==> src/rtl/core/acbd_pkg.sv <==
`timescale 1ns / 1ps
// ----------------------------------------------------------------------------
// acbd_pkg: shared types and constants of the audio cpu bus decoder
// Request codes, memory-map constants and the stage record between
// the access stage and the result stage.
// ----------------------------------------------------------------------------
package acbd_pkg;

    localparam int ADDR_W         = 16;
    localparam int DATA_W         = 8;
    localparam int DSP_REG_COUNT  = 128;
    localparam int BOOT_ROM_BYTES = 64;
    localparam int DSP_IDX_W      = $clog2(DSP_REG_COUNT);
    localparam int ROM_IDX_W      = $clog2(BOOT_ROM_BYTES);
    localparam int CPU_PORTS      = 4;
    localparam int PADDR_W        = 4;
    localparam int PDATA_W        = 32;

    typedef logic [1:0] req_t;
    localparam req_t REQ_READ  = 2'd0;
    localparam req_t REQ_WRITE = 2'd1;
    localparam req_t REQ_IDLE  = 2'd2;
    localparam req_t REQ_LOAD  = 2'd3;

    typedef logic [1:0] src_t;
    localparam src_t SRC_DIRECT = 2'd0;
    localparam src_t SRC_RAM    = 2'd1;
    localparam src_t SRC_DSP    = 2'd2;
    localparam src_t SRC_ROM    = 2'd3;

    localparam logic [11:0]       PORT_PAGE    = 12'h00f;
    localparam logic [ADDR_W-1:0] ROM_BASE     = 16'hffc0;
    localparam logic [ADDR_W-1:0] CONTROL_PORT = 16'h00f1;
    localparam logic [ADDR_W-1:0] DSP_ADDR_PORT = 16'h00f2;
    localparam logic [ADDR_W-1:0] DSP_DATA_PORT = 16'h00f3;
    localparam int                ROM_ENABLE_BIT = 7;

    localparam logic [3:0] PORT_DSP_ADDR = 4'h2;
    localparam logic [3:0] PORT_DSP_DATA = 4'h3;
    localparam logic [3:0] PORT_CPU0     = 4'h4;
    localparam logic [3:0] PORT_CPU1     = 4'h5;
    localparam logic [3:0] PORT_CPU2     = 4'h6;
    localparam logic [3:0] PORT_CPU3     = 4'h7;
    localparam logic [3:0] PORT_RAM0     = 4'h8;
    localparam logic [3:0] PORT_RAM1     = 4'h9;

    typedef logic [CPU_PORTS-1:0][DATA_W-1:0] cpu_ports_t;

    typedef struct packed {
        logic              valid;
        src_t              src;
        logic [DATA_W-1:0] direct;
    } stage_t;

endpackage

==> src/rtl/core/acbd_apb.sv <==
`timescale 1ns / 1ps
// ----------------------------------------------------------------------------
// acbd_apb: configuration register port
// Holds the four cpu input port bytes, written and read over apb.
// ----------------------------------------------------------------------------
module acbd_apb (
    input  logic                           aclk,
    input  logic                           aresetn,
    input  logic                           psel,
    input  logic                           penable,
    input  logic                           pwrite,
    input  logic [acbd_pkg::PADDR_W-1:0]   paddr,
    input  logic [acbd_pkg::PDATA_W-1:0]   pwdata,
    output logic [acbd_pkg::PDATA_W-1:0]   prdata,
    output logic                           pready,
    output acbd_pkg::cpu_ports_t           cpu_ports
);
    import acbd_pkg::*;

    cpu_ports_t      ports_reg;
    logic [1:0]      idx;
    logic            wr_en;

    assign idx    = paddr[3:2];
    assign wr_en  = psel && penable && pwrite;
    assign pready = 1'b1;
    assign prdata = {{(PDATA_W-DATA_W){1'b0}}, ports_reg[idx]};
    assign cpu_ports = ports_reg;

    always_ff @(posedge aclk) begin
        if (!aresetn) begin
            ports_reg <= '0;
        end else if (wr_en) begin
            ports_reg[idx] <= pwdata[DATA_W-1:0];
        end
    end

endmodule

==> config.mk <==
export PLATFORM = sky130hd
export DESIGN_NAME = acbd_apb
export DESIGN_NICKNAME = d
export VERILOG_FILES = /design/src/rtl/core/acbd_pkg.sv /design/src/rtl/core/acbd_apb.sv
export SDC_FILE = /design/constraint.sdc
export NUM_CORES = 1
export LEC_CHECK = 0
export ABC_AREA = 1
export BUFFER_PORTS_ARGS = -buffer_cell sky130_fd_sc_hd__buf_2
export CAP_MARGIN = 0
export CORE_ASPECT_RATIO = 0.5
export CORE_MARGIN = 2
export CORE_UTILIZATION = 35
export CTS_CLUSTER_SIZE = 30
export DETAILED_ROUTE_END_ITERATION = 10
export HOLD_SLACK_MARGIN = 0.12
export PLACE_DENSITY = 0.73
export SLEW_MARGIN = 40
export SYNTH_ARGS = -nofsm -noshare
export SYNTH_HDL_FRONTEND = slang
export SYNTH_SLANG_ARGS = --single-unit
==> constraint.sdc <==
create_clock -name aclk -period 0.91 [get_ports aclk]
set_input_delay 0.091 -clock aclk [delete_from_list [all_inputs] [get_ports aclk]]
set_output_delay 0.091 -clock aclk [all_outputs]
set_load 0.01 [all_outputs]
After elaboration in Yosys (flattened, before gate mapping)
Cells that the tools add are included.
{"block": "classes", "add_sub_neg": 0, "eq_ne": 0, "n_mux": 5, "reduce_logical": 3, "div_mod_pow": 0, "n_lt_le_gt_ge": 2, "n_bitwise": 0, "n_shift": 0, "n_mul": 0}
{"operator": "32-bit bitwise mux", "count": 1}
{"operator": "8-bit binary-select mux with 2-bit select", "count": 1}
{"operator": "8-bit demux with 2-bit select", "count": 1}
{"operator": "8-bit two-way mux", "count": 2}
{"operator": "1-bit logical AND", "count": 3}
{"operator": "2-bit by 3-bit less-than comparator with 1-bit output (second input constant)", "count": 1}
{"operator": "2-bit by 1-bit greater-or-equal comparator with 1-bit output (second input constant)", "count": 1}
{"block": "totals", "out_inout_bits": 65, "inputBits": 41, "latch_bits": 0, "ramBits": 0, "memories": 0, "word_cells": 14, "register_bits": 32, "romBits": 0}

Logic depth before layout (Yosys ltp)
Gate-level depths: netlist of the first run.
{"block": "logic_depth", "word_depth": 5, "mapped_depth": 6, "mapped_depth_nobuf": 5}

Worst setup path after synthesis of the first run
OpenSTA, ideal clock, no wires.
{"block": "synth_path", "kind": "input-to-reg", "startpoint": "in psel", "endpoint": "reg ports_reg, in the netlist cpu_ports[16]", "t_required_ps": 797, "path_slack_ps": 59, "cell_stages": 6, "path_buffers": 1, "t_arrival_ps": 738, "setup_time_ps": 113, "path_cell_list": "nand2_1 -> nor2_1 -> buf_4 -> nand3_1 -> nand2_1 -> nor2_1"}
{"block": "synth_via", "elab_chain_cells": 2}
{"element": "from (decl)", "line_no": "acbd_apb.sv:9", "source": "input logic psel,"}
{"element": "1-bit logical AND (2 in a row)", "line_no": "acbd_apb.sv:25", "source": "assign wr_en = psel && penable && pwrite;"}
{"element": "to (signal, indexed assignment)", "line_no": "acbd_apb.sv:34", "source": "ports_reg[idx] <= pwdata[DATA_W-1:0];"}
{"element": "to (decl)", "line_no": "acbd_apb.sv:20", "source": "cpu_ports_t ports_reg;"}
Every way passes these cells.
A chain may end at the register's enable or synchronous reset.

Worst setup path in the final report of the first run
{"block": "layout_path", "startpoint": "reg ports_reg, in the netlist cpu_ports[2]", "endpoint": "out prdata[2] in the netlist's numbering"}
{"block": "layout_via", "elab_chain_cells": 2}
{"element": "8-bit binary-select mux with 2-bit select", "line_no": "acbd_apb.sv:27", "source": "assign prdata = {{(PDATA_W-DATA_W){1'b0}}, ports_reg[idx]};"}
{"element": "8-bit two-way mux (implied by the code)", "line_no": "acbd_apb.sv:27"}
{"element": "to (decl)", "line_no": "acbd_apb.sv:14", "source": "output logic [acbd_pkg::PDATA_W-1:0] prdata,"}
Every way passes these cells. The select of a mux whose other input is x is not followed.

==> results of run 1 <==
Yosys cell counts:
library cell and number:
buf_1 1, buf_4 27, buf_6 7, conb_1 2, dfxtp_1 32, inv_1 10
inv_2 2, nand2_1 69, nand3_1 33, nand4_1 8, nor2_1 66, nor2_4 6
cell type report:
| class | count | area share |
|---|---|---|
| clock buffer | 6 | 0.0313 |
| clock inverter | 2 | 0.00380 |
| inverter | 12 | 0.0180 |
| multi-input combinational | 207 | 0.344 |
| sequential | 32 | 0.258 |
| tap | 70 | 0.0332 |
| timing repair buffer | 92 | 0.311 |
kinds of logic (layout without fill, tap and decap cells):
logic type	after synthesis	count (layout)	synth area share
other cells	2	25	0.00425
buf+inv	47	112	0.187
simple gates	182	182	0.447
flops	32	32	0.362
what timing repair did:
item	4_1_cts	5_1_grt
gates cloned	0	0
endpoints found under the setup margin	8	28
gates resized for setup	74	19
setup buffers	22	8
endpoints found under the hold margin	0	0
pin swaps	13	6
metrics by stage:
stage,setup slack [ps],util
finish,-138,0.539
global route,-162,0.539
CTS,-120,0.514
detailed placement,-99.4,0.412
global placement,-81.9,0.412
floorplan,59.2,-
layer usage:
metal,wire (µm),share of wire,up-vias
met1,2080,0.42,878
met4,61,0.012,0
met2,2480,0.50,84
li1,-,-,940
met3,347,0.070,8
met5,0,0,-
worst paths after layout:
path,from,endpoint,slack (ps),depth (start not counted)
hold reg to reg,cpu_ports[20]$_SDFFE_PN0P_,cpu_ports[20]$_SDFFE_PN0P_,490,2
setup / recovery,cpu_ports[2]$_SDFFE_PN0P_,prdata[2],-140,3
setup reg to reg,cpu_ports[3]$_SDFFE_PN0P_,cpu_ports[3]$_SDFFE_PN0P_,50,4
hold / removal,pwdata[7],cpu_ports[15]$_SDFFE_PN0P_,160,5
power groups by stage:
stage / clock [mW] / combinational, mW / sequential, mW
6_report: 1.15 / 0.530 / 1.46
3_5_place_dp: 0 / 0.414 / 1.49
4_1_cts: 1.15 / 0.494 / 1.46
3_3_place_gp: 0 / 0.410 / 1.49
2_1_floorplan: 0 / 0.353 / 1.50
5_1_grt: 1.19 / 0.580 / 1.46
critical path, stage by stage, from the launching register on:
cell	delay, ps
dfxtp_2	330
nand2_2	60
nand4_1	110
buf_2	160
==> results.cfg, run 1 <==
[clocking]
cts-root-to-sink-buffers = 2
clock_tree.htree_level_count = 2
cts_root_buf = clkbuf_8
cts_tree = done
cts-buffers-inserted = 5
cts.sink_count = 32
path_clk_slew_ps = 70
worst_skew_pair.late_latency_ps = 290
post_cts_hold_buffer_count = 0

[yosys]
syn-instance-count = 263
synth_sequential_area_ratio = 0.362
yosysWarnings = 0
yosys_register_bits = 32
post-synth-top-area-cell = dfxtp_1
mappedNetlistArea_mm2 = 0.00177
synth_area_per_cell_um2 = 6.72
synth_top_area_share = 0.362
yosys-top-cells-area = dfxtp_1, nand2_1, nor2_1
synth.lib_cells_used.distinct = 12

[route]
wl_per_cell_um = 11.8
routed-via-count = 1910
number_of_drc_violations_after_detailed_routing = 0
antenna_left = 0
route.final.wire_length_um = 4970
first_iter_violations = 134
vias_per_cell = 4.54
detail_route.first_pass.iterations = 4

[power_and_ir_drop]
vdd.ir_drop.worst_mv = 0.641
power.internal_mw = 2.26
power_switching_share = 0.281
combPwrFrac = 0.169
clock_power_share = 0.367
switching_power_mw = 0.884
power.total_mw = 3.14
share_seq_of_total_power = 0.465
cellLeakagePower_nw = 1.29
power_density_mw_per_mm2 = 1190

[setup_path]
crit_path_start_kind = register
criticalPathCategory = register to output port
worstPathRequired_ps = 820
critical_path.max_fanout = 2
worst_ep_arrival_time_ps = 960
worst_setup_end_kind = output port

[placement]
dpl.hpwl_um = 3070
place_area_mm2 = 0.00201
cell_total_after_placement = 383
gp_congestion = 0.736
buffer_ports.inserted = 54

[timing]
finalWorstSetupSlack_ps = -138
tns_ps = -1270
rsz0062_at_grt = yes
hold_viol = 0
fin_crit_sh = 1.15
slew_headroom = 0.606
worstMarginPinSlew_ps = 591
final-max-slew-violation-count = 0
fin_crit_ps = 1050
final.setup_skew_ps = 0
fmax_ghz = 0.954
setup_violating_endpoint_count_in_the_final_report = 31
final.hold.worst_slack_ps = 165

[global_route]
track_usage = 0.168
use_met2 = 0.308
overflow = 0
grt_antenna_before_repair = 0
grt_most_used_layer = met2
grt_pass1_wl_um = 7360
grt_pass1_vias = 1618
use_met1 = 0.201
met3_usage = 0.0357
pin_count_of_the_biggest_net_entering_global_routing = 33

[final_layout]
n_antenna_cell = 0
area.sequential_um2 = 681
final_common_cell = nor2_1
final_cell_count_no_fill = 421
layout.cell_area.non_filler_mm2 = 0.00264
final_layout_size_suffix_gt1_frac = 0.427
fill_cells = 440
flow.area_growth_from_synthesis_pct = 49.0
total_nets_final = 391
largest_reg_flops = 32
layout_common_cells = nor2_1, nand2_1, buf_6, nand3_1, dfxtp_2
multiInputGateArea_um2 = 906

[floorplan]
start_util = 0.362
coreArea_mm2 = 0.00489
dieWidth_um = 105
dieArea_mm2 = 0.00567
num_rows = 18
die_height_um = 54.3
top_level_ports = 106

[outcome]
outcome = complete, but fails checks
violations = setup timing

[worst_hold_path]
hold_path.class = input port to register

[job]
cap_viol_max_count = 0
No activity file was read; power rests on OpenSTA's default activity.
==> run 2: changes to the inputs <==
- HOLD_SLACK_MARGIN: 0.12 -> default
- SKIP_LAST_GASP: default -> 1
==> run 2 against run 1 <==
  * The flow still finishes with violations (setup timing)
  * Global-route usage decreased by 0.50 points
  * Via count increased by 2.0%
  * Non-clock buffer count increased by 3
  * Setup slack improved by 11 ps
  * Sequential power about the same
  * Clock-buffer cell count unchanged
  * Utilization decreased by 0.077 points
  * Power increased by 0.17%
  * Cell count increased by 0.71%
  * Worst hold slack improved by 0.66 ps
  * Register-to-register slack improved by 50 ps
  * Highest routed layer unchanged
==> results.cfg, run 2 (synthesized netlist as in run 1, its figures left out) <==
[timing]
rsz0062_at_grt = yes
final-max-slew-violation-count = 0
finalWorstSetupSlack_ps = -127
final.setup_skew_ps = 0
worstMarginPinSlew_ps = 591
final.hold.worst_slack_ps = 166
fmax_ghz = 0.964
hold_viol = 0
fin_crit_sh = 1.14
fin_crit_ps = 1040
setup_violating_endpoint_count_in_the_final_report = 32
slew_headroom = 0.606

[route]
routed-via-count = 1949
antenna_left = 0
detail_route.first_pass.iterations = 4
route.final.wire_length_um = 5030
wl_per_cell_um = 11.9
first_iter_violations = 97
number_of_drc_violations_after_detailed_routing = 0
vias_per_cell = 4.60

[clocking]
cts-root-to-sink-buffers = 2
path_clk_slew_ps = 70
clock_tree.htree_level_count = 2
post_cts_hold_buffer_count = 0
cts_tree = done
cts.sink_count = 32
cts_root_buf = clkbuf_8
cts-buffers-inserted = 5
worst_skew_pair.late_latency_ps = 280

[setup_path]
crit_path_start = cpu_ports[2]$_SDFFE_PN0P_
timing.reg2reg.worst_path_depth = 4
criticalPathCategory = register to output port
worstPathRequired_ps = 820
ff2ff_setup_slack_ps = 100
crit_path_top_delay_cell = dfxtp_2
critical_path.max_fanout = 2
r2r-start = cpu_ports[29]$_SDFFE_PN0P_
crit_path_start_kind = register
worst_ep_arrival_time_ps = 950
worst_setup_end_kind = output port
critical_path.cell_chain = nand2_2 -> nand4_1 -> buf_2
critical-path-max-stage-delay_ps = 330
regToRegEndpoint = cpu_ports[29]$_SDFFE_PN0P_

[global_route]
overflow = 0
grt_antenna_before_repair = 0
pin_count_of_the_biggest_net_entering_global_routing = 33
grt_pass1_wl_um = 7120
grt_pass1_vias = 1554
track_usage = 0.163

[placement]
dpl_worst_slack_ps = -99.4
dpl.hpwl_um = 3070
buffer_ports.inserted = 54
place_area_mm2 = 0.00201
gp_congestion = 0.736
cell_total_after_placement = 383

[worst_hold_path]
hold_path.class = input port to register
worst_hold_path.num_cells = 5
worst_hold_path.endpoint = cpu_ports[15]$_SDFFE_PN0P_
hold_path_start = pwdata[7]

[floorplan]
num_rows = 18
coreArea_mm2 = 0.00489
dieArea_mm2 = 0.00567
dieWidth_um = 105
die_height_um = 54.3
top_level_ports = 106
start_util = 0.362

[final_layout]
layout_common_cells = nor2_1, nand2_1, buf_6, nand3_1, buf_2
multiInputGateArea_um2 = 908
flow.area_growth_from_synthesis_pct = 48.8
fill_cells = 446
largest_reg_flops = 32
final_cell_count_no_fill = 424
final_common_cell = nor2_1
area.sequential_um2 = 679
total_nets_final = 394
layout.cell_area.non_filler_mm2 = 0.00263
final_layout_size_suffix_gt1_frac = 0.432
n_antenna_cell = 0

[outcome]
violations = setup timing
outcome = complete, but fails checks

[power_and_ir_drop]
vdd.ir_drop.worst_mv = 0.632
power_density_mw_per_mm2 = 1200
cellLeakagePower_nw = 1.30

[job]
cap_viol_max_count = 0
## run 2: metrics by stage
stage	TNS [ps]	total power, mW	util
floorplan	0	1.85	-
global placement	-754	1.90	0.412
detailed placement	-1140	1.90	0.412
CTS	-1770	3.06	0.475
global route	-2150	3.24	0.538
finish	-1410	3.15	0.538
## run 2: what timing repair did
| action | in CTS | in global routing |
|---|---|---|
| setup buffers | 22 | 11 |
| gates resized for setup | 33 | 55 |
| setup endpoints to repair | 8 | 30 |
| pin swaps | 11 | 7 |
## run 2: worst max path at each step
stage                                  to  slack, ps  depth (start not counted)
3_3_place_gp                    prdata[6]        -80                          6
6_report                        prdata[2]       -130                          3
5_1_grt                         prdata[7]       -190                          3
3_5_place_dp                    prdata[6]       -100                          6
4_1_cts                         prdata[1]       -130                          3
2_1_floorplan  cpu_ports[16]$_SDFFE_PN0P_         60                          6
## run 2: where the power goes
part	leakage [nW]	internal, mW	switching (mW)
logic	0.974	0.223	0.315
registers	0.274	1.44	0.0225
clock network	0.0510	0.603	0.547
## run 2: worst max-delay path: cells and delay by family (launching register included)
kind / cells / cell delay, ps
buf+inv: 1 / 150
simple gates: 2 / 170
flops: 1 / 330
## run 2: metal layers
| layer | global-route usage | wire [µm] | part of all wire |
|---|---|---|---|
| met4 | 0.0653 | 77 | 0.015 |
| met3 | 0.0357 | 270 | 0.054 |
| met2 | 0.298 | 2500 | 0.50 |
| met1 | 0.195 | 2180 | 0.43 |
| met5 | 0 | 0 | 0 |
## run 2: final cells by class
cell class | instances | share of cell area
multi-input combinational | 207 | 0.345
timing repair buffer | 95 | 0.310
sequential | 32 | 0.258
tap | 70 | 0.0333
clock buffer | 6 | 0.0314
inverter | 12 | 0.0181
clock inverter | 2 | 0.00380
==> run 3: changes to the inputs <==
- CORE_UTILIZATION: 35 -> 39
- PLACE_DENSITY: 0.73 -> 0.79
==> run 3 against run 2 <==
  * The flow still finishes with violations (setup timing)
  * Setup slack worse by 24 ps
  * Routed wire length up 8.0%
  * Clock power down 9.6%
  * Sequential power about the same
  * First-iteration DRC count up 46%
  * Critical path type unchanged
  * Highest routed layer unchanged
==> results.cfg, run 3 (synthesized netlist as in run 1, its figures left out) <==
[placement]
gp_congestion = 0.808
buffer_ports.inserted = 54
dpl.hpwl_um = 3020

[route]
first_iter_violations = 142
route.final.wire_length_um = 5430
antenna_left = 0
detail_route.first_pass.iterations = 5
wl_per_cell_um = 13.4
number_of_drc_violations_after_detailed_routing = 0
routed-via-count = 1975
vias_per_cell = 4.89

[power_and_ir_drop]
vdd.ir_drop.worst_mv = 0.658
power.total_mw = 3.04
cellLeakagePower_nw = 1.26
power_density_mw_per_mm2 = 1190

[floorplan]
die_height_um = 51.6
top_level_ports = 106
dieWidth_um = 99.2
start_util = 0.403
num_rows = 17
coreArea_mm2 = 0.00438
dieArea_mm2 = 0.00512

[setup_path]
worst_ep_arrival_time_ps = 970
worst-path-buf-inv = 1
crit_family = flip-flops
critical_path.cell_chain = nand2_2 -> nand4_1 -> buf_2
crit_path_start_kind = register
critical_path.max_fanout = 2
worst_setup_end_kind = output port
worstPathRequired_ps = 820
criticalPathCategory = register to output port
critical-path-max-stage-delay_ps = 330
crit_path_top_delay_cell = dfxtp_2

[global_route]
overflow = 0
grt_pass1_wl_um = 6870
pin_count_of_the_biggest_net_entering_global_routing = 33
grt_pass1_vias = 1534
grt_antenna_before_repair = 0
track_usage = 0.172

[outcome]
outcome = complete, but fails checks
violations = setup timing

[final_layout]
n_antenna_cell = 0
flow.area_growth_from_synthesis_pct = 44.2
total_nets_final = 388
final_layout_size_suffix_gt1_frac = 0.412
layout_common_cells = nor2_1, nand2_1, buf_6, buf_2, nand3_1
largest_reg_flops = 32
final_common_cell = nor2_1

[job]
cap_viol_max_count = 0

[timing]
setup_violating_endpoint_count_in_the_final_report = 29
final.hold.worst_slack_ps = 174
slew_headroom = 0.616
worstMarginPinSlew_ps = 576
fmax_ghz = 0.942
fin_crit_ps = 1060
finalWorstSetupSlack_ps = -151
hold_viol = 0
fin_crit_sh = 1.17
rsz0062_at_grt = yes
final.setup_skew_ps = 0
final-max-slew-violation-count = 0

[clocking]
cts-root-to-sink-buffers = 2
cts_root_buf = clkbuf_8
cts_tree = done
path_clk_slew_ps = 70
worst_skew_pair.late_latency_ps = 280
cts.sink_count = 32
cts-buffers-inserted = 5
clock_tree.htree_level_count = 2

[worst_hold_path]
hold_path.class = input port to register
[run 3: cell count changes in the layout (fill, tap and decap cells not counted)]
cell | previous run | this run
clkbuf_1 | 0 | 1
nand2_2 | 10 | 7
clkinv_2 | 2 | 1
buf_6 | 42 | 36
clkbuf_8 | 6 | 5
dfxtp_2 | 31 | 32
nand2_1 | 59 | 62
dfxtp_1 | 1 | 0
buf_4 | 19 | 14
buf_2 | 32 | 35
clkbuf_16 | 0 | 1
buf_12 | 2 | 3
[run 3: cell type report]
type	instances	area, µm²
clock buffers	6	72.6
clock inverters	1	5.00
fillers	363	1830
inverters	12	47.5
multi-input cells	207	901
flip-flops and latches	32	681
well taps	57	71.3
repair buffers	89	771
[run 3: power by group]
| part | switching [mW] | total (mW) | internal (mW) |
|---|---|---|---|
| registers | 0.0226 | 1.46 | 1.44 |
| clock network | 0.524 | 1.04 | 0.520 |
| logic | 0.320 | 0.534 | 0.214 |
| total | 0.866 | 3.04 | 2.17 |
[run 3: final timing paths]
check                             start                    endpoint  slack, ps  cells past startpoint
max          cpu_ports[20]$_SDFFE_PN0P_                   prdata[4]       -150                      3
max reg2reg  cpu_ports[22]$_SDFFE_PN0P_  cpu_ports[22]$_SDFFE_PN0P_        100                      4
min                           pwdata[7]  cpu_ports[15]$_SDFFE_PN0P_        170                      5
min reg2reg  cpu_ports[25]$_SDFFE_PN0P_  cpu_ports[25]$_SDFFE_PN0P_        490                      2
[run 3: metal layers]
| layer | wire length, µm | GRT usage |
|---|---|---|
| met4 | 113 | 0.0708 |
| met3 | 480 | 0.0457 |
| met2 | 2680 | 0.306 |
| met5 | 0 | 0 |
| met1 | 2150 | 0.200 |
[run 3: what timing repair did]
item | 4_1_cts | 5_1_grt
endpoints found under the setup margin | 8 | 27
setup buffers | 20 | 8
gates resized for setup | 32 | 46
gates cloned | 0 | 1
pin swaps | 11 | 8
hold buffers | 0 | 0
[run 3: per-stage QoR]
stage	setup TNS, ps	cells	setup WS (ps)	utilization	instance area [µm²]
floorplan	0	286	59.2	-	1850
global placement	-752	368	-105	0.455	1990
detailed placement	-1570	368	-125	0.455	1990
CTS	-1350	395	-130	0.517	2260
global route	-1840	404	-171	0.582	2550
finish	-1220	404	-151	0.582	2550
[run 3: worst reg2reg max path, delay by kind of cell (launching register included)]
family | cells | cell delay [ps]
buffers and inverters | 2 | 230
DFF | 1 | 320
and+or+nand+nor | 2 | 160
