<file path="src/rtl/core/acbd_pkg.sv">
`timescale 1ns / 1ps
// ----------------------------------------------------------------------------
// acbd_pkg: shared types and constants of the audio cpu bus decoder
// Request codes, memory-map constants and the stage record between
// the access stage and the result stage.
// ----------------------------------------------------------------------------
package acbd_pkg;

    localparam int ADDR_W         = 16;
    localparam int DATA_W         = 8;
    localparam int DSP_REG_COUNT  = 128;
    localparam int BOOT_ROM_BYTES = 64;
    localparam int DSP_IDX_W      = $clog2(DSP_REG_COUNT);
    localparam int ROM_IDX_W      = $clog2(BOOT_ROM_BYTES);
    localparam int CPU_PORTS      = 4;
    localparam int PADDR_W        = 4;
    localparam int PDATA_W        = 32;

    typedef logic [1:0] req_t;
    localparam req_t REQ_READ  = 2'd0;
    localparam req_t REQ_WRITE = 2'd1;
    localparam req_t REQ_IDLE  = 2'd2;
    localparam req_t REQ_LOAD  = 2'd3;

    typedef logic [1:0] src_t;
    localparam src_t SRC_DIRECT = 2'd0;
    localparam src_t SRC_RAM    = 2'd1;
    localparam src_t SRC_DSP    = 2'd2;
    localparam src_t SRC_ROM    = 2'd3;

    localparam logic [11:0]       PORT_PAGE    = 12'h00f;
    localparam logic [ADDR_W-1:0] ROM_BASE     = 16'hffc0;
    localparam logic [ADDR_W-1:0] CONTROL_PORT = 16'h00f1;
    localparam logic [ADDR_W-1:0] DSP_ADDR_PORT = 16'h00f2;
    localparam logic [ADDR_W-1:0] DSP_DATA_PORT = 16'h00f3;
    localparam int                ROM_ENABLE_BIT = 7;

    localparam logic [3:0] PORT_DSP_ADDR = 4'h2;
    localparam logic [3:0] PORT_DSP_DATA = 4'h3;
    localparam logic [3:0] PORT_CPU0     = 4'h4;
    localparam logic [3:0] PORT_CPU1     = 4'h5;
    localparam logic [3:0] PORT_CPU2     = 4'h6;
    localparam logic [3:0] PORT_CPU3     = 4'h7;
    localparam logic [3:0] PORT_RAM0     = 4'h8;
    localparam logic [3:0] PORT_RAM1     = 4'h9;

    typedef logic [CPU_PORTS-1:0][DATA_W-1:0] cpu_ports_t;

    typedef struct packed {
        logic              valid;
        src_t              src;
        logic [DATA_W-1:0] direct;
    } stage_t;

endpackage

</file>
<file path="src/rtl/core/acbd_result.sv">
`timescale 1ns / 1ps
// ----------------------------------------------------------------------------
// acbd_result: result register
// Selects the read byte from the access stage and holds it until taken.
// ----------------------------------------------------------------------------
module acbd_result (
    input  logic                          aclk,
    input  logic                          aresetn,
    input  acbd_pkg::stage_t              stage,
    input  logic [acbd_pkg::DATA_W-1:0]   ram_q,
    input  logic [acbd_pkg::DATA_W-1:0]   dsp_q,
    input  logic [acbd_pkg::DATA_W-1:0]   rom_q,
    output logic                          stage_free,
    output logic                          m_valid,
    input  logic                          m_ready,
    output logic [acbd_pkg::DATA_W-1:0]   m_read_data
);
    import acbd_pkg::*;

    logic              valid_reg, valid_next;
    logic [DATA_W-1:0] data_reg, data_next, sel_data;

    assign stage_free = !valid_reg || m_ready;

    always_comb begin
        case (stage.src)
            SRC_RAM: sel_data = ram_q;
            SRC_DSP: sel_data = dsp_q;
            SRC_ROM: sel_data = rom_q;
            default: sel_data = stage.direct;
        endcase
    end

    always_comb begin
        valid_next = valid_reg;
        data_next  = data_reg;
        if (stage_free) begin
            valid_next = stage.valid;
            data_next  = sel_data;
        end
    end

    always_ff @(posedge aclk) begin
        if (!aresetn) begin
            valid_reg <= 1'b0;
        end else begin
            valid_reg <= valid_next;
        end
        data_reg <= data_next;
    end

    assign m_valid     = valid_reg;
    assign m_read_data = data_reg;

endmodule

</file>
<file path="config.mk">
export PLATFORM = sky130hd
export DESIGN_NAME = acbd_result
export DESIGN_NICKNAME = d
export VERILOG_FILES = /design/src/rtl/core/acbd_pkg.sv /design/src/rtl/core/acbd_result.sv
export SDC_FILE = /design/constraint.sdc
export NUM_CORES = 1
export LEC_CHECK = 0
export BUFFER_PORTS_ARGS = -buffer_cell sky130_fd_sc_hd__buf_4
export CAP_MARGIN = 5
export CELL_PAD_IN_SITES_DETAIL_PLACEMENT = 0
export CELL_PAD_IN_SITES_GLOBAL_PLACEMENT = 1
export CORE_UTILIZATION = 26
export CTS_CLUSTER_DIAMETER = 50
export DETAILED_ROUTE_END_ITERATION = 10
export PLACE_DENSITY_LB_ADDON = 0.1
export SLEW_MARGIN = 25
export SYNTH_ARGS = -nofsm -noshare
export SYNTH_HDL_FRONTEND = slang
export SYNTH_SLANG_ARGS = --single-unit
</file>
<file path="constraint.sdc">
create_clock -name aclk -period 1.6 [get_ports aclk]
set_input_delay 0.16 -clock aclk [delete_from_list [all_inputs] [get_ports aclk]]
set_output_delay 0.16 -clock aclk [all_outputs]
set_load 0.01 [all_outputs]
</file>
-- Yosys cells after proc, flatten, opt, wreduce, memory -nomap -nowiden
Index checks and enable logic that the tools add are counted.
- word-level logic and storage cells: 8
- bits in registers: 9
- reductions and logical operators: 2
- mux-type cells: 1
- equal/unequal tests: 3
- operators by type and width (kind ; number):
    $pmux W8 S3 ; 1
    $eq A2 B2 Y1 const B ; 2
    $eq A2 B1 Y1 const B ; 1
    $logic_not A1 Y1 ; 1
    $logic_or A1 B1 Y1 ; 1

-- Depth between registers and ports, before layout
Gate-level depths: netlist (run 1).
- depth after elaboration: 2
- gate-level depth with buffers: 2

-- Worst setup path before layout (run 1)
No wires, ideal clock.
- kind: input -> register
- start point: input port stage[8] in the netlist's numbering
- end point: register data_reg[0], in the netlist m_read_data[0] (data pin)
- path slack: 556 ps
- required time: 1328 ps
- setup time: 272 ps
- arrival time: 771 ps
- stages on the path: 2
- path through: buf_6 mux4_2
- cells in the longest elaborated chain, start to end: 2
- elaborated cells on any way between the ends: 4
- RTL lines (what ; RTL line ; RTL):
    start: declaration ; acbd_result.sv:9 ; input acbd_pkg::stage_t stage,
    $eq A2 B2 Y1 or $eq A2 B1 Y1 (tied branches) ; acbd_result.sv:26 ; case (stage.src)
    $pmux W8 S3 * ; acbd_result.sv:26 ;
    net sel_data[0] ; acbd_result.sv:21 ; logic [DATA_W-1:0] data_reg, data_next, sel_data;
    end signal: assignment ; acbd_result.sv:49 ; data_reg <= data_next;
    end: declaration ; acbd_result.sv:21 ;
The timed path passes the listed nets; every way through them passes the cells marked *.
A chain may end at the register's enable or synchronous reset.

-- Final worst setup path (run 1)
- start point: register valid_reg, in the netlist m_valid
- end point: output port stage_free
- cells in the longest elaborated chain, start to end: 2
- RTL lines (what ; RTL line ; RTL):
    start: declaration ; acbd_result.sv:20 ; logic valid_reg, valid_next;
    start signal: assignment ; acbd_result.sv:47 ; valid_reg <= valid_next;
    $logic_not A1 Y1 ; acbd_result.sv:23 ; assign stage_free = !valid_reg || m_ready;
    $logic_or A1 B1 Y1 ; acbd_result.sv:23 ;
    end: declaration ; acbd_result.sv:13 ; output logic stage_free,
No other way between the ends.

==> results.md, run 1 <==
Synthesis:
- Yosys printed 0 warnings.
- The portion of synthesized cell area occupied by the leading cell type is between 50 and 60%.
- After synthesis, the cell types taking the most area are edfxtp_1 (51%), mux4_2 (38%), dfxtp_1 (4.2%).
- The basic-gate share of the synthesized area counting and, or, nand and nor cells is about 1.3%.
- The synthesized design contains 9 register bits.
- The post-synthesis net count is 60.
- The mapped netlist covers 474 µm².
- The combinational family with the most area after synthesis is multiplexers.
- The portion of synthesized area spent on multiplexers is between 30% and 40%.
- The synthesized netlist devotes between 1.5 and 2% of its cell area to compound gates.
- The biggest area contributor in the post-synthesis netlist is edfxtp_1.
- Of the synthesized area, sequential elements account for 54.9%.
- The average instance area after synthesis is 21.6 µm².
- After Yosys synthesis, XOR and XNOR cells account for 0% of the synthesized area.
- The count of different cell masters after synthesis is 8.
- The synthesized-area fraction occupied by adder cells is 0%.
- The count of mapped cells out of synthesis is 22.

Critical path:
- At the worst endpoint, the required time is about 1.4 ns.
- The cell type of the slowest stage on the worst timing path is nand2b_1.
- The critical path class is reg2out.
- The origin of the worst setup path is m_valid$_SDFFE_PN0P_.
- On the worst path, the slowest cell contributes a delay of between 0.3 and 0.4 ns.
- The launch point of the worst reg-to-reg path is m_valid$_SDFFE_PN0P_.
- The critical path goes through nand2b_1 > buf_4.
- The capturing element of the worst setup path is stage_free.
- In this run the critical register-to-register path is captured at m_read_data[3]$_DFFE_PP_.
- The cell family contributing the most delay on the critical path is simple AND/OR/NAND/NOR gates.
- The worst setup slack for register-to-register paths is approximately 0.62 ns.
- Of all nets on the critical path, the largest fanout is 10.
- The worst path arrival time is between 1 and 1.5 ns.
- The sort of element at the end of the critical path is a primary output.
- The worst setup path is launched from a flip-flop.
- The buffering stage count on the worst path with inverters included is 1.
- The logic depth of the worst setup path including buffers is 2.
- The worst reg-to-reg path cell count is 1.

Route:
- The first detailed-routing pass ran for 2 iterations.
- The routed via count is 420.
- The post-detailed-routing wire length is 1160 µm.
- For this run, design rule violations remaining after detail routing come to 0.
- The antenna violation net count after detailed routing is 0.
- The detail-routed net length per standard cell is ~12 µm.
- The first routing iteration left 4 violations.
- The detail-routed via count per cell is 4.38.

Clock tree:
- No sink is reached through more buffers than the 2 on the longest clock path.
- The clock net in this run drives a total of 9 sinks.
- Hold repair after CTS inserted 0 buffers.
- The CTS root buffer is clkbuf_4.
- The total setup buffers inserted after CTS is 0.
- Once the clock tree was built, the resizer swapped 0 gates to a different size.
- The TritonCTS clock tree is built.
- The clock latency of the later-clocked register in the worst-skew pair is between 0.2 and 0.3 ns.
- The H-tree depth is 1.
- After clock tree synthesis, the clock-pin slew on the worst setup and hold paths is 0.06 ns.
- The number of buffers added by the clock tree synthesis step is 3.

Pwr:
- The share of total power dissipated in the clock network is a little over a quarter.
- The switching power share of the total is a little over a fifth.
- In this run, the combinational gates consume about 27% of the power.
- The internal portion of the total power is 0.000500 W.
- The total power divided by cell area is ~730 nW/µm².
- Sequential cells burn roughly 46% of the power.
- Across the VDD grid, the largest voltage drop is between 0.2 and 0.25 mV.
- The switching power summed over all nets is between 0.0001 and 0.00015 W.
- The cell leakage power is approximately 0.39 nW.

STA:
- In this run the tightest slew margin relative to its limit is between 70% and 80%.
- For this run, the top clock speed supported by timing is 804 MHz.
- The number of hold violations in the final report is 0.
- Setup total negative slack on the finished layout was measured at 0 ns.
- The maximum clock skew at final layout is approximately 0.0024 ns.
- The count of final max-slew check failures came to 0.
- The time the worst path needs with I/O delays and setup is 1.24 ns.
- Final hold analysis gives a worst-case slack of between 0.15 and 0.2 ns.
- The final period utilization is 77.8%.
- The transition time at the pin with the least slew margin is 0.430 ns.
- Setup repair after global routing left no endpoint under its margin.
- Setup violations remaining at the end of the flow were counted as 0.

Global route:
- The number of antenna violations at the first check in global routing is 0.
- The number of global-route vias before repair came to 451.
- After global routing the overflow that remains totals 0.
- The wire length of the first global-routing pass is between 1500 and 2000 µm.
- The maximum number of pins on one net before global-route repair is 11.
- The overall routing resource usage is between 10% and 20%.

Final layout:
- Measured on the finished design, the core utilization comes to approximately 50%.
- The number of nets in the final layout is 110.
- The antenna diode count is 0.
- The fraction of final layout cells sized beyond drive strength 1 is between 80% and 90%.
- The synthesis-to-finish area growth is 83.1%.
- Excluding fillers, the count of instances in the completed layout stands at 96.

Hold path:
- The path class of the lowest-slack min-delay path is in2reg.

Placement:
- In this run the tool buffered the top-level ports with 47 buffer cells.
- The half-perimeter wire length after placement is 966 µm.
- The global placer's final weighted congestion is roughly 0.7.
- Including well taps, the total number of placed cells is 92.

Floorplan:
- The die height is between 40 and 50 µm.
- The number of rows in the core area is 15.
- The overall die area is approximately 2000 µm².
- The initial core utilization is 27.5%.
- The core box area is between 1500 and 2000 µm².
- In this run the horizontal extent of the chip is 44.7 µm.
- The top-level I/O count is 48.

Job:
- The max-cap violation count is 0.

Outcome:
- The run finished with clean final reports.
state kept, by name, indices dropped and copies added, names as in the netlist:
register     count
m_read_data      8
m_valid          1
through the flow:
| stage | power [W] | worst slack (ns) | instance area, µm² |
|---|---|---|---|
| after floorplan | 0.000362 | 0.556 | 474 |
| after global placement | 0.000469 | 0.472 | 842 |
| after detailed placement | 0.000470 | 0.461 | 842 |
| after CTS | 0.000651 | 0.312 | 868 |
| after global routing | 0.000669 | 0.249 | 868 |
| final | 0.000634 | 0.356 | 868 |
kinds of logic after synthesis:
kind of cell | count (synthesis)
flip-flops | 9
buffers and inverters | 3
AND/OR/NAND/NOR | 1
AO/OA/AOI/OAI | 1
multiplexers | 8
cell type report:
type / count / area (µm²)
Clock buffer: 4 / 26.3
Fill cell: 180 / 858
Inverter: 1 / 3.75
Multi-Input combinational cell: 10 / 194
Sequential cell: 9 / 260
Tap cell: 25 / 31.3
Timing Repair Buffer: 47 / 353
layer usage:
metal / global-route usage, % / part of all wire [%] / up-vias
li1: - / - / 194
met1: 15.0 / 39 / 190
met2: 20.6 / 47 / 32
met3: 4.00 / 12 / 4
met4: 9.09 / 2.1 / 0
met5: 0 / 0 / -
power groups by stage:
stage | clock network (W) | registers (W) | logic [W]
3_5_place_dp | 0 | 0.000298 | 0.000172
2_1_floorplan | 0 | 0.000312 | 0.0000506
5_1_grt | 0.000190 | 0.000295 | 0.000183
4_1_cts | 0.000185 | 0.000293 | 0.000173
3_3_place_gp | 0 | 0.000298 | 0.000171
6_report | 0.000171 | 0.000293 | 0.000171
synth_stat cells:
cell type  count
inv_1          1
clkbuf_2       1
edfxtp_1       8
a21boi_0       1
mux4_2         8
dfxtp_1        1
buf_6          1
nand2b_1       1
worst min path at each step:
stage                                      end  slack, ns  cells past startpoint      start
after floorplan           m_valid$_SDFFE_PN0P_       0.30                      2  stage[10]
after global placement    m_valid$_SDFFE_PN0P_       0.42                      3  stage[10]
after detailed placement  m_valid$_SDFFE_PN0P_       0.44                      3  stage[10]
after CTS                 m_valid$_SDFFE_PN0P_       0.15                      3  stage[10]
after global routing      m_valid$_SDFFE_PN0P_       0.16                      2    aresetn
final                     m_valid$_SDFFE_PN0P_       0.16                      3  stage[10]
placed cells by master, fill, tap and decap left out:
cell	synthesis	final
dfxtp_1	1	1
nand2b_1	1	1
buf_4	0	47
mux4_2	8	8
a21boi_0	1	1
clkbuf_1	0	1
edfxtp_1	8	8
clkbuf_4	0	3
inv_1	1	1
(Power assumes the default switching activity.)
==> inputs of run 2 (changes only) <==
--- a/config.mk
+++ b/config.mk
@@ -5,11 +5,13 @@
 export SDC_FILE = /design/constraint.sdc
 export NUM_CORES = 1
 export LEC_CHECK = 0
+export ABC_AREA = 1
 export BUFFER_PORTS_ARGS = -buffer_cell sky130_fd_sc_hd__buf_4
 export CAP_MARGIN = 5
 export CELL_PAD_IN_SITES_DETAIL_PLACEMENT = 0
 export CELL_PAD_IN_SITES_GLOBAL_PLACEMENT = 1
-export CORE_UTILIZATION = 26
+export CORE_ASPECT_RATIO = 1.5
+export CORE_UTILIZATION = 22
 export CTS_CLUSTER_DIAMETER = 50
 export DETAILED_ROUTE_END_ITERATION = 10
 export PLACE_DENSITY_LB_ADDON = 0.1
==> constraint.sdc (replaced) <==
create_clock -name aclk -period 1.1 [get_ports aclk]
set_input_delay 0.11 -clock aclk [delete_from_list [all_inputs] [get_ports aclk]]
set_output_delay 0.11 -clock aclk [all_outputs]
set_load 0.01 [all_outputs]
==> results.md, run 2 <==
Outcome:
- The flow ran to the end, but the final reports show violations.
- The final reports fail on design-rule violations.

Floorplan:
- The number of rows in the core area came to 22 (+7).
- The horizontal die dimension was 43.4 µm (-2.9%).
- The die height is 64.1 µm (+43%).
- The top-level I/O count is 48 (unchanged).
- The initial core utilization is 23.1% (-4.4 points).
- The core box area is 2450 µm² (+42%).
- The overall die area is 2780 µm² (+39%).

Pwr:
- The total power is 0.000933 W (+47%).
- The switching power summed over all nets is 0.000222 W (+66%).
- The cell leakage power is 0.435 nW (+11%).
- The switching power share of the total is 23.8% (+2.7 points).
- The cell-internal power was 0.000711 W (+42%).
- The sequential share of power is 45.9% (-0.3 points).
- The share of total power in the clock network is 25.4% (-1.5 points).
- The worst ir drop on vdd is 0.246 mV (-0.98%).
- The total power divided by cell area is 1010 nW/µm² (+39%).
- The combinational power share is 28.7% (+1.8 points).

Synthesis:
- The share of synthesized registers carrying an async set or reset is 0% (unchanged).
- In the post-synthesis netlist, the biggest area contributors are edfxtp_1 (42%), nand3_1 (20%), nand4_1 (8.8%).
- The leading register cell type out of synthesis is edfxtp_1.
- The number of warnings reported in the yosys synthesis log is 0 (unchanged).
- The cell area after technology mapping is 566 µm² (+19%).
- Counting instances in the post-synthesis netlist gives the leading cell types as nand3_1 (23), nand2_1 (9), edfxtp_1 (8), nand4_1 (8).
- The post-synthesis cell type with the largest combined area is edfxtp_1.
- The number of flops mapped to enable cells by yosys is 8 (unchanged).
- The portion of synthesized cell area occupied by the leading cell type was 42.5% (-8.2 points).
- The post-synthesis net count is 98 (+63%).
- The number of synthesized register bits was 9 (unchanged).
- The count of different cell masters after synthesis is 12 (+4).
- The most frequently used cell type in the post-synthesis netlist is nand3_1.
- The average instance area after synthesis is 9.43 µm² (-56%).
- The sequential element share of the synthesized area is 46.0% (-8.9 points).
- The count of mapped cells out of synthesis came to 60 (+170%).

STA:
- The maximum clock skew at final layout is 0.00234 ns (-0.0000426 ns).
- Of the available clock period, the critical path in the final layout requires between 90% and 100%.
- Setup repair after global routing left no endpoint under its margin.
- The transition time at the pin with the least slew margin is 0.204 ns (-0.225 ns).
- The total negative slack is 0 ns (unchanged).
- The number of hold violations in the final report came to 0 (unchanged).
- The achievable clock frequency is a little under 1000 MHz.
- The final-report setup violation count was 0 (unchanged).
- The time the worst path needs with I/O delays and setup is 1.01 ns.
- The count of final max-slew check failures is 0 (unchanged).
- The relative slew slack is 86.3% (+15 points).

Global route:
- The fraction of met1 tracks used by global routing was 11.8% (-3.2 points).
- The number of antenna violations at the first check in global routing is 0 (unchanged).
- The wire length of the first global-routing pass is 2410 µm (+34%).
- The overall routing resource usage is 11.9% (-1.1 points).
- The maximum number of pins on one net before global-route repair is 19 (+8).
- The total congestion overflow after global routing was 0 (unchanged).
- The number of global-route vias before repair is 610 (+35%).
- The global routing stage identified its most utilized layer as met2.
- The met2 track utilization from global routing is 21.8% (+1.2 points).
- The met3 layer usage reported by global route is 2.26% (-1.7 points).

Clock tree:
- The clock sink count is 9 (unchanged).
- The hold buffer count at CTS was 0 (unchanged).
- The total setup buffers inserted after CTS is 0 (unchanged).
- TritonCTS built the clock tree.
- The clock edge transition at the registers on the reported setup and hold paths came to 0.06 ns (about the same).
- In this run the clock root is driven by a clkbuf_4.
- The number of buffers added by the clock tree synthesis step is 3 (unchanged).
- The largest buffer count on any clock path is 2 (unchanged).
- The H-tree depth was 1 (unchanged).
- The clock latency of the later-clocked register in the worst-skew pair is 0.25 ns (about the same).

Route:
- The antenna violation net count after detailed routing is 0 (unchanged).
- The total DRC errors in the routed layout is 7 (+7).
- The count of TritonRoute iterations in the first routing pass is 6 (+4).
- The detail-routed via count per cell is 4.58 (+4.7%).
- The post-detailed-routing wire length is 1510 µm (+31%).
- The number of violations reported at the end of detailed-routing iteration 0 is 15 (+11).
- The routed via count is 600 (+43%).
- The detail-routed net length per standard cell is 11.6 µm (-4.4%).

Final layout:
- The filler cell count is 269 (+49%).
- Leaving out fill and tap cells, the most frequent cell in the layout is buf_4.
- The flip-flop count of the largest register, all copies and words added is 8 (unchanged).
- The number of nets in the final layout is 146 (+33%).
- The antenna diode count is 0 (unchanged).
- The fraction of final layout cells sized beyond drive strength 1 is 51.4% (-30 points).
- The storage element area was 260 µm² (unchanged).
- In the layout the commonest cells are buf_4 (47), nand3_1 (23), nand2_1 (8), nand4_1 (8), edfxtp_1 (8).
- The combined area of the multi-input logic cells came to 235 µm² (+21%).
- Compared with the post-synthesis result, the final layout area differs by 62.6%.

Job:
- The max-cap violation count was 0 (unchanged).

Placement:
- The count of input and output buffers is 47 (unchanged).
- The global placer's final weighted congestion is 0.707 (+3.6%).

Critical path:
- The largest fanout of any net on the critical path is 10 (unchanged).
- STA classifies the critical path endpoint as a primary output.
- The worst setup slack for register-to-register paths is 0.33 ns (-0.29 ns).
- The worst path arrival time is 0.90 ns (-0.18 ns).
- The setup path with the least slack is of type reg2out.
- The required time of the critical path was 0.99 ns (-0.45 ns).
- The kind of start point of the critical path is a flip-flop.

Hold path:
- In this run the worst hold path is classified as in2reg.
## run 2: cell count changes after synthesis, sizes merged
cell    delta
nand3     +24
nand2      +9
mux4       -8
nand4      +8
buf        +3
inv        +3
clkbuf     -1
nand2b     -1
nor2       +1
## run 2: layer usage
metal / part of all wire [%] / wire length [µm]
met5: 0 / 0
met4: 0.99 / 15
met3: 5.2 / 78
met2: 57 / 862
met1: 37 / 557
## run 2: path summary, 6_finish.rpt
path,startpoint,to,depth (start not counted)
setup / recovery,m_valid$_SDFFE_PN0P_,stage_free,2
hold / removal,stage[10],m_valid$_SDFFE_PN0P_,3
setup reg to reg,m_valid$_SDFFE_PN0P_,m_read_data[4]$_DFFE_PP_,1
hold reg to reg,m_valid$_SDFFE_PN0P_,m_valid$_SDFFE_PN0P_,2
## run 2: metrics by stage
stage	util [%]	cell area (µm²)	hold slack [ns]	instances	setup slack [ns]
floorplan	-	566	0.243	60	0.143
global placement	36.2	886	0.364	127	0.183
detailed placement	36.2	886	0.375	127	0.149
CTS	37.3	915	0.101	131	0.0290
global route	37.5	920	0.101	131	0.0279
finish	37.5	920	0.107	131	0.0895
## run 2: area by class of cell
cell class,count,share of cell area [%]
tap,24,3.27
sequential,9,28.3
clock buffer,4,2.86
multi-input combinational,43,25.6
inverter,4,1.63
timing repair buffer,47,38.4
## run 2: critical path: stages, from the launching register on
cell	delay [ns]
dfxtp_1	0.37
nand2_4	0.12
buf_4	0.16
## run 2: cell families (layout without fill, tap and decap cells)
| kind of cell | count (synthesis) | in the layout | share of synthesized area [%] |
|---|---|---|---|
| AO/OA/AOI/OAI | 1 | 1 | 1.33 |
| buffers and inverters | 8 | 55 | 13.7 |
| flip-flops | 9 | 9 | 46.0 |
| AND/OR/NAND/NOR | 42 | 42 | 38.9 |
## run 2: power by group through the flow
stage,sequential [W],combinational (W),clock [W]
finish,0.000428,0.000268,0.000237
CTS,0.000428,0.000271,0.000248
detailed placement,0.000435,0.000270,0
global route,0.000432,0.000294,0.000268
global placement,0.000434,0.000270,0
floorplan,0.000455,0.0000964,0
## run 2: timing repair
item / in CTS / in global routing
endpoints found under the setup margin: 1 / 1
resized for setup: 1 / 1
gates cloned: 0 / 0
==> inputs of run 3 (changes only) <==
--- a/config.mk
+++ b/config.mk
@@ -11,10 +11,12 @@
 export CELL_PAD_IN_SITES_DETAIL_PLACEMENT = 0
 export CELL_PAD_IN_SITES_GLOBAL_PLACEMENT = 1
 export CORE_ASPECT_RATIO = 1.5
+export CORE_MARGIN = 2
 export CORE_UTILIZATION = 22
 export CTS_CLUSTER_DIAMETER = 50
 export DETAILED_ROUTE_END_ITERATION = 10
 export PLACE_DENSITY_LB_ADDON = 0.1
+export SETUP_SLACK_MARGIN = 0.15
 export SLEW_MARGIN = 25
 export SYNTH_ARGS = -nofsm -noshare
 export SYNTH_HDL_FRONTEND = slang
==> results.md, run 3 (synthesis results as in run 2) <==
Final layout:
- The count of placed standard cells in the final layout, fillers left out is 133 (+1.5%).
- The synthesis-to-finish area growth is 65.5%.
- The flip-flop count of the largest register, all copies and words added is 8 (unchanged).
- The library cell used most frequently in the layout, excluding fill and tap cells, is buf_4.
- The filler cell count is 280 (+4.1%).
- The fraction of final layout cells sized beyond drive strength 1 is 53.2% (+1.8 points).
- The antenna diode count is 0 (unchanged).
- In the layout the commonest cells are buf_4 (49), nand3_1 (23), nand2_1 (8), nand4_1 (8), edfxtp_1 (8).
- The number of nets in the final layout is 148 (+1.4%).

Critical path:
- STA classifies the critical path endpoint as a primary output.
- The critical path class is reg2out.
- The kind of start point of the critical path is a flip-flop.
- The largest fanout of any net on the critical path was 3 (-7).
- Among all stages on the critical path, the largest delay is contributed by dfxtp_2.
- The required time of the critical path was 0.99 ns (about the same).
- The highest cell delay on the worst timing path is 0.35 ns (-0.02 ns).
- The critical path goes through nand2_4 > buf_4.
- The worst path arrival time was 0.79 ns (-0.11 ns).

STA:
- The transition time at the pin with the least slew margin is 0.215 ns (+0.0109 ns).
- The number of hold violations in the final report came to 0 (unchanged).
- The relative slew slack is 85.6% (-0.73 points).
- The count of final max-slew check failures is 0 (unchanged).
- Setup repair after global routing left no endpoint under its margin.
- The achievable clock frequency was 1110 MHz (+12%).
- The final period utilization is 81.8% (-10 points).
- The time the worst path needs with I/O delays and setup is 0.900 ns (-0.111 ns).
- The final-report setup violation count came to 0 (unchanged).
- The maximum clock skew at final layout is 0.00344 ns (+0.00110 ns).
- The final worst slack is 0.200 ns (+0.111 ns).
- The total negative slack came to 0 ns (unchanged).

Global route:
- The number of antenna violations at the first check in global routing is 0 (unchanged).
- The wire length of the first global-routing pass is 2510 µm (+4.3%).
- The total congestion overflow after global routing is 0 (unchanged).
- The overall routing resource usage is 11.7% (-0.12 points).
- The maximum number of pins on one net before global-route repair came to 19 (unchanged).
- The number of global-route vias before repair is 561 (-8.0%).

Route:
- The antenna violation net count after detailed routing is 0 (unchanged).
- The post-detailed-routing wire length is 1580 µm (+4.2%).
- The count of TritonRoute iterations in the first routing pass is 4 (-2).
- The detail-routed net length per standard cell is 11.9 µm (+2.6%).
- The number of violations reported at the end of detailed-routing iteration 0 is 16 (+1).
- The routed via count is 605 (+0.83%).
- The detail-routed via count per cell is 4.55 (-0.68%).
- The total DRC errors in the routed layout was 0 (-7).

Placement:
- The worst setup slack before clock tree synthesis is 0.192 ns (+0.0426 ns).
- The global placer's final weighted congestion was 0.739 (+4.6%).
- The instance count after placement with tap cells included is 127 (unchanged).
- The count of input and output buffers came to 47 (unchanged).
- Summed over all nets, the half-perimeter wirelength after detailed placement is 1310 µm.

Floorplan:
- The top-level I/O count was 48 (unchanged).
- The die height is 66.1 µm (+3.1%).
- The initial core utilization was 23.1% (unchanged).
- The core box area came to 2450 µm² (unchanged).
- The overall die area is 3000 µm² (+7.9%).
- The number of rows in the core area is 22 (unchanged).
- The horizontal die dimension is 45.4 µm (+4.6%).

Job:
- The max-cap violation count is 0 (unchanged).

Pwr:
- The total power divided by cell area is 1000 nW/µm² (-1.4%).
- The cell leakage power is 0.444 nW (+2.1%).
- The worst ir drop on vdd is 0.254 mV (+3.3%).

Clock tree:
- The H-tree depth is 1 (unchanged).
- The largest buffer count on any clock path came to 2 (unchanged).
- The clock sink count is 9 (unchanged).
- The TritonCTS clock tree is built.
- The number of buffers added by the clock tree synthesis step is 3 (unchanged).
- The hold buffer count at CTS is 0 (unchanged).
- The clock edge transition at the registers on the reported setup and hold paths is 0.06 ns (about the same).
- The CTS root buffer is clkbuf_4.
- The clock latency of the later-clocked register in the worst-skew pair is 0.25 ns (about the same).

Outcome:
- The flow ran to the end, and the final reports show no timing, DRC or antenna violations.

Hold path:
- The path class of the lowest-slack min-delay path is in2reg.
==> run 3: changes by cell type in the layout (fill, tap and decap cells not counted) <==
| cell | change |
|---|---|
| buf_4 | +2 |
| dfxtp_1 | -1 |
| dfxtp_2 | +1 |
==> run 3: through the flow <==
step	utilization [%]	hold WS (ns)	power (W)	cell area [µm²]
2_1_floorplan	-	0.243	0.000553	568
3_3_place_gp	36.3	0.370	0.000706	888
3_5_place_dp	36.3	0.374	0.000706	888
4_1_cts	38.2	0.0926	0.000958	936
5_1_grt	38.2	0.105	0.000989	936
6_report	38.2	0.101	0.000936	936
==> run 3: metal layers <==
layer	share of wire [%]	up-vias	GRT usage [%]
li1	-	318	-
met1	35	256	13.4
met2	56	29	19.5
met3	7.8	2	2.19
met4	0.95	0	6.62
met5	0	-	0
==> run 3: cell type report <==
| class | instances | area (µm²) | area share [%] |
|---|---|---|---|
| clock buffer | 4 | 26.3 | 2.81 |
| inverter | 4 | 15.0 | 1.60 |
| multi-input combinational | 43 | 235 | 25.1 |
| sequential | 9 | 262 | 27.9 |
| tap | 24 | 30.0 | 3.21 |
| timing repair buffer | 49 | 368 | 39.3 |
==> run 3: final timing paths <==
kind,start,end,slack [ns],cells past startpoint
min reg2reg,m_valid$_SDFFE_PN0P_,m_valid$_SDFFE_PN0P_,0.58,3
max,m_valid$_SDFFE_PN0P_,stage_free,0.20,2
max reg2reg,m_valid$_SDFFE_PN0P_,m_read_data[1]$_DFFE_PP_,0.25,2
min,stage[10],m_valid$_SDFFE_PN0P_,0.10,3
==> run 3: worst max-delay path, delay by kind of cell (launching register included) <==
family	cells	cell delay [ns]
flops	1	0.35
buf+inv	1	0.14
simple gates	1	0.06
==> run 3: power breakdown <==
part	switching [W]	internal (W)
Combinational	0.000114	0.000159
Sequential	0.0000105	0.000418
Clock	0.0000965	0.000139
Total	0.000221	0.000715
==> run 3: repair_timing <==
action | 4_1_cts | 5_1_grt
setup endpoints to repair | 1 | 0
gates resized for setup | 2 | 0
setup buffers | 2 | 0
